<file path="src/rtl/otce_ram.sv">
// ----------------------------------------------------------------------------
// Generic RAM
// One write port, one read port, registered read data.
// ----------------------------------------------------------------------------
module otce_ram #(
   parameter int WIDTH = 8,
   parameter int DEPTH = 64
) (
   input  logic                     clock,
   input  logic                     we,
   input  logic [$clog2(DEPTH)-1:0] waddr,
   input  logic [WIDTH-1:0]         wdata,
   input  logic [$clog2(DEPTH)-1:0] raddr,
   output logic [WIDTH-1:0]         rdata
);

   logic [WIDTH-1:0] mem [DEPTH];
   logic [WIDTH-1:0] rdata_ff;

   always_ff @(posedge clock) begin
      if (we) begin
         mem[waddr] <= wdata;
      end
      rdata_ff <= mem[raddr];
   end

   assign rdata = rdata_ff;

endmodule

</file>
<file path="config.mk">
export PLATFORM = sky130hd
export DESIGN_NAME = otce_ram
export DESIGN_NICKNAME = d
export VERILOG_FILES = /design/src/rtl/otce_ram.sv
export SDC_FILE = /design/constraint.sdc
export NUM_CORES = 1
export LEC_CHECK = 0
export BUFFER_PORTS_ARGS = -buffer_cell sky130_fd_sc_hd__buf_4
export CAP_MARGIN = 0
export CORE_ASPECT_RATIO = 0.75
export CORE_UTILIZATION = 35
export DETAILED_ROUTE_END_ITERATION = 7
export GPL_ROUTABILITY_DRIVEN = 1
export PLACE_DENSITY_LB_ADDON = 0.25
export RECOVER_POWER = 50
export REMOVE_ABC_BUFFERS = 1
export SYNTH_ARGS = -nofsm -noshare
export SYNTH_HDL_FRONTEND = slang
export SYNTH_SLANG_ARGS = --single-unit
</file>
<file path="constraint.sdc">
create_clock -name clock -period 6.73 [get_ports clock]
set_clock_uncertainty 0.05 [all_clocks]
set_input_delay 1.346 -clock clock [delete_from_list [all_inputs] [get_ports clock]]
set_output_delay 1.346 -clock clock [all_outputs]
set_load 0.02 [all_outputs]
</file>
==> results.md <==
* Outcome: finished, violations left
* Violated checks: capacitance limit, slew limit
* Quantity of I/O buffers inserted on ports at 29
* Sequential element share of the synthesized area at 77.0%
* Antenna diode count at 0
* P_int at 5.21 mW
* Cell area after synthesis at 20200 um2
* Final core utilization at 40.0%
* First DRT Iteration DRCs at 991
* Post-detailed-route via-to-cell ratio at 5.29
* Count of endpoints failing setup in the final report at 0
* Arrival time of the worst setup path at 4.38 ns
* TritonCTS clock tree: built
* Least setup slack across all paths after layout at 2.71 ns
* Horizontal extent of the die at 279 um
* Area of the die at 58600 um2
* CP Cell Sequence: clkbuf_8, buf_4, mux4_2, mux4_2, nor2_1, nor3_1, o2bb2ai_1
* Clock transition at the registers of the reported paths at 0.07 ns
* Via count of the first global-routing pass at 9536
* Final count of hold timing violations at 0
* Detailed-routing iteration count for the pre-antenna-repair pass at 5
* Number of primary I/O pins at 30
* CTS sink count at 520
* Peak clock frequency supported by timing at 249 MHz
* Commonest register cell after synthesis: sky130_fd_sc_hd__edfxtp_1
* Gate power share at 5.0%
* Path type of the worst setup path: primary input to flip-flop
* Antenna violations before repair at 0
* Worst Hold Margin at 0.832 ns
* Number of DRC violations after detailed routing at 0
* Row count at 75
* Async set-or-reset flop fraction in the synthesized netlist at 0%
* Antenna-violating nets left at 0
* Required time of the worst setup path at 7.09 ns
* CP dominant cell by count: sky130_fd_sc_hd__mux4_2
* Layout net count at 997
* Global Route Usage Sum at 16.6%
* Crit path max fanout at 67
* Part of the total power dissipated in sequential elements at 54.5%
* Gate count of the mapped netlist at 940
* Category of cells accounting for the largest share of critical-path delay: buffers and inverters
* Initial Utilization at 35.8%
* Worst-margin pin slew at 3.13 ns
* Final wirelength at 47900 um
* Number of hold-repair buffers added at the cts stage at 0
* Sort of element at the end of the critical path: flip-flop
* Number of violations of the max-capacitance limit at 9
* Setup tns final at 0 ns
* Worst voltage drop across the vdd grid at 0.163 mV
* Tcrit/Tclk final at 59.7%
* Register bit total from synthesis at 520
* Fraction of layout instances using a drive strength above 1 at 22.4%
* Type of the worst min-delay path: flip-flop to flip-flop
* Number of buffers inserted to repair setup after CTS at 0
* Via count of the routed design at 9415
* Placed wire-length estimate after detailed placement at 28500 um
* Maximum clock insertion buffer count at 3
* Number of warnings issued by yosys at 0
* Weighted congestion at the end of routability-driven global placement at 0.772
* Crit path largest cell delay at 0.62 ns
* Standard cell core area at 56400 um2
* RSZ-0062 raised after global routing: no
* Worst slew margin relative to its limit at -109%
* Remaining global-route overflow at 0
* Cell Pwr Density at 293 nW/um2
* PostCTS Resize Cnt at 0
* First-pass GRT wire length at 69400 um
* Switch share at 21.3%
* Latest clock arrival within the worst-skew pair at 0.57 ns
* Post-synthesis to final-layout area growth at 11.8%
* Startpoint kind of the worst setup timing path: primary input
* Die height at 210 um
* Mean Syn Cell Area at 21.5 um2
* Pre-CTS setup slack at 2.12 ns
* Clock network fraction of design power at 40.5%
* Buffers & Inverters on Critical Path at 2
* Wire per inst at 26.9 um
* Inserted Clock Buffers at 49
* Leakage at 6.80 nW
* Fin cells at 1781
* Synth unique cells at 40
* Clock root buffer: sky130_fd_sc_hd__clkbuf_16
* H-tree levels at 2
* Number of enable-type register cells in the synthesized netlist at 512
* Slowest CP cell: sky130_fd_sc_hd__clkbuf_8
* Fin crit period at 4.02 ns
* Net switching component of the power at 1.41 mW
* Pin count of the biggest net entering global routing at 68
* Total count of max-transition violations in the final report at 520
* Inst Count DP at 1694
-- layer usage --
layer	track usage, %	share of wire [%]	up-vias
met5	0	0	-
met4	3.88	1.7	0
met3	4.60	7.8	55
met2	23.1	43	299
met1	25.5	48	5058
li1	-	-	4003
-- worst register-to-register path, stage by stage, from the launching register on --
cell and delay, ns:
sky130_fd_sc_hd__edfxtp_1 0.37, sky130_fd_sc_hd__mux4_2 0.46, sky130_fd_sc_hd__mux2_2 0.28, sky130_fd_sc_hd__a221oi_1 1.04, sky130_fd_sc_hd__o2bb2ai_1 0.17
-- layout make-up --
type / instances / area [um2]
clock buffers: 64 / 1280
clock inverters: 23 / 223
fillers: 4994 / 33800
multi-input cells: 369 / 4320
flip-flops and latches: 520 / 15500
well taps: 770 / 963
repair buffers: 35 / 225
-- stage by stage --
stage	total power, mW	cell area [um2]
after CTS	6.66	22600
after global routing	6.80	22500
after detailed placement	4.01	21100
after floorplan	3.81	19900
final	6.62	22500
after global placement	4.01	21100
-- power by group through the flow --
| stage | clock network (mW) | registers [mW] | logic, mW |
|---|---|---|---|
| 4_1_cts | 2.72 | 3.60 | 0.344 |
| 6_report | 2.68 | 3.60 | 0.333 |
| 2_1_floorplan | 0 | 3.67 | 0.139 |
| 3_5_place_dp | 0 | 3.67 | 0.343 |
| 5_1_grt | 2.84 | 3.61 | 0.355 |
| 3_3_place_gp | 0 | 3.67 | 0.340 |
-- layout by cell type, fill, tap and decap left out, types with 13 or more instances in the layout --
cell type,n
sky130_fd_sc_hd__clkbuf_16,49
sky130_fd_sc_hd__mux2_2,13
sky130_fd_sc_hd__mux2i_1,23
sky130_fd_sc_hd__mux4_2,126
sky130_fd_sc_hd__buf_4,18
sky130_fd_sc_hd__clkbuf_1,30
sky130_fd_sc_hd__edfxtp_1,512
sky130_fd_sc_hd__nand3_1,13
sky130_fd_sc_hd__nand2_1,19
sky130_fd_sc_hd__nor2b_1,14
sky130_fd_sc_hd__nor2_1,83
-- cell usage after synthesis, drive strengths merged, types with 6 or more instances --
library cell	instances	area, um2
nand3	13	65.1
clkbuf	17	63.8
o221ai	8	70.1
nand2b	7	43.8
dfxtp	8	160
o22ai	8	50.1
a221oi	6	52.6
mux2i	23	230
nor2b	14	87.6
edfxtp	512	15400
nor3	7	35.0
mux2	13	146
nor2	83	312
nand2	19	71.3
buf	34	253
mux4	126	2840
-- final timing paths --
| path | slack (ns) | end | cells past startpoint | startpoint |
|---|---|---|---|---|
| worst max-delay path | 2.71 | rdata[1] | 7 | raddr[0] |
| worst min-delay path | 0.83 | rdata[4] | 3 | mem[30][4] |
| worst max register to register | 4.22 | rdata[1] | 4 | mem[41][1] |
| worst min register to register | 0.83 | rdata[4] | 3 | mem[30][4] |
-- flip-flops by register name, indices dropped and copies added, names as in the netlist --
signal,count
mem,512
rdata,8
-- kinds of logic after synthesis --
logic type,after synthesis,share of synthesized area [%]
AO/OA/AOI/OAI,54,2.07
buffers and inverters,51,1.57
flip-flops,520,77.0
multiplexers,162,15.9
AND/OR/NAND/NOR,153,3.39
Note: power is estimated with default switching activity, not from simulation.
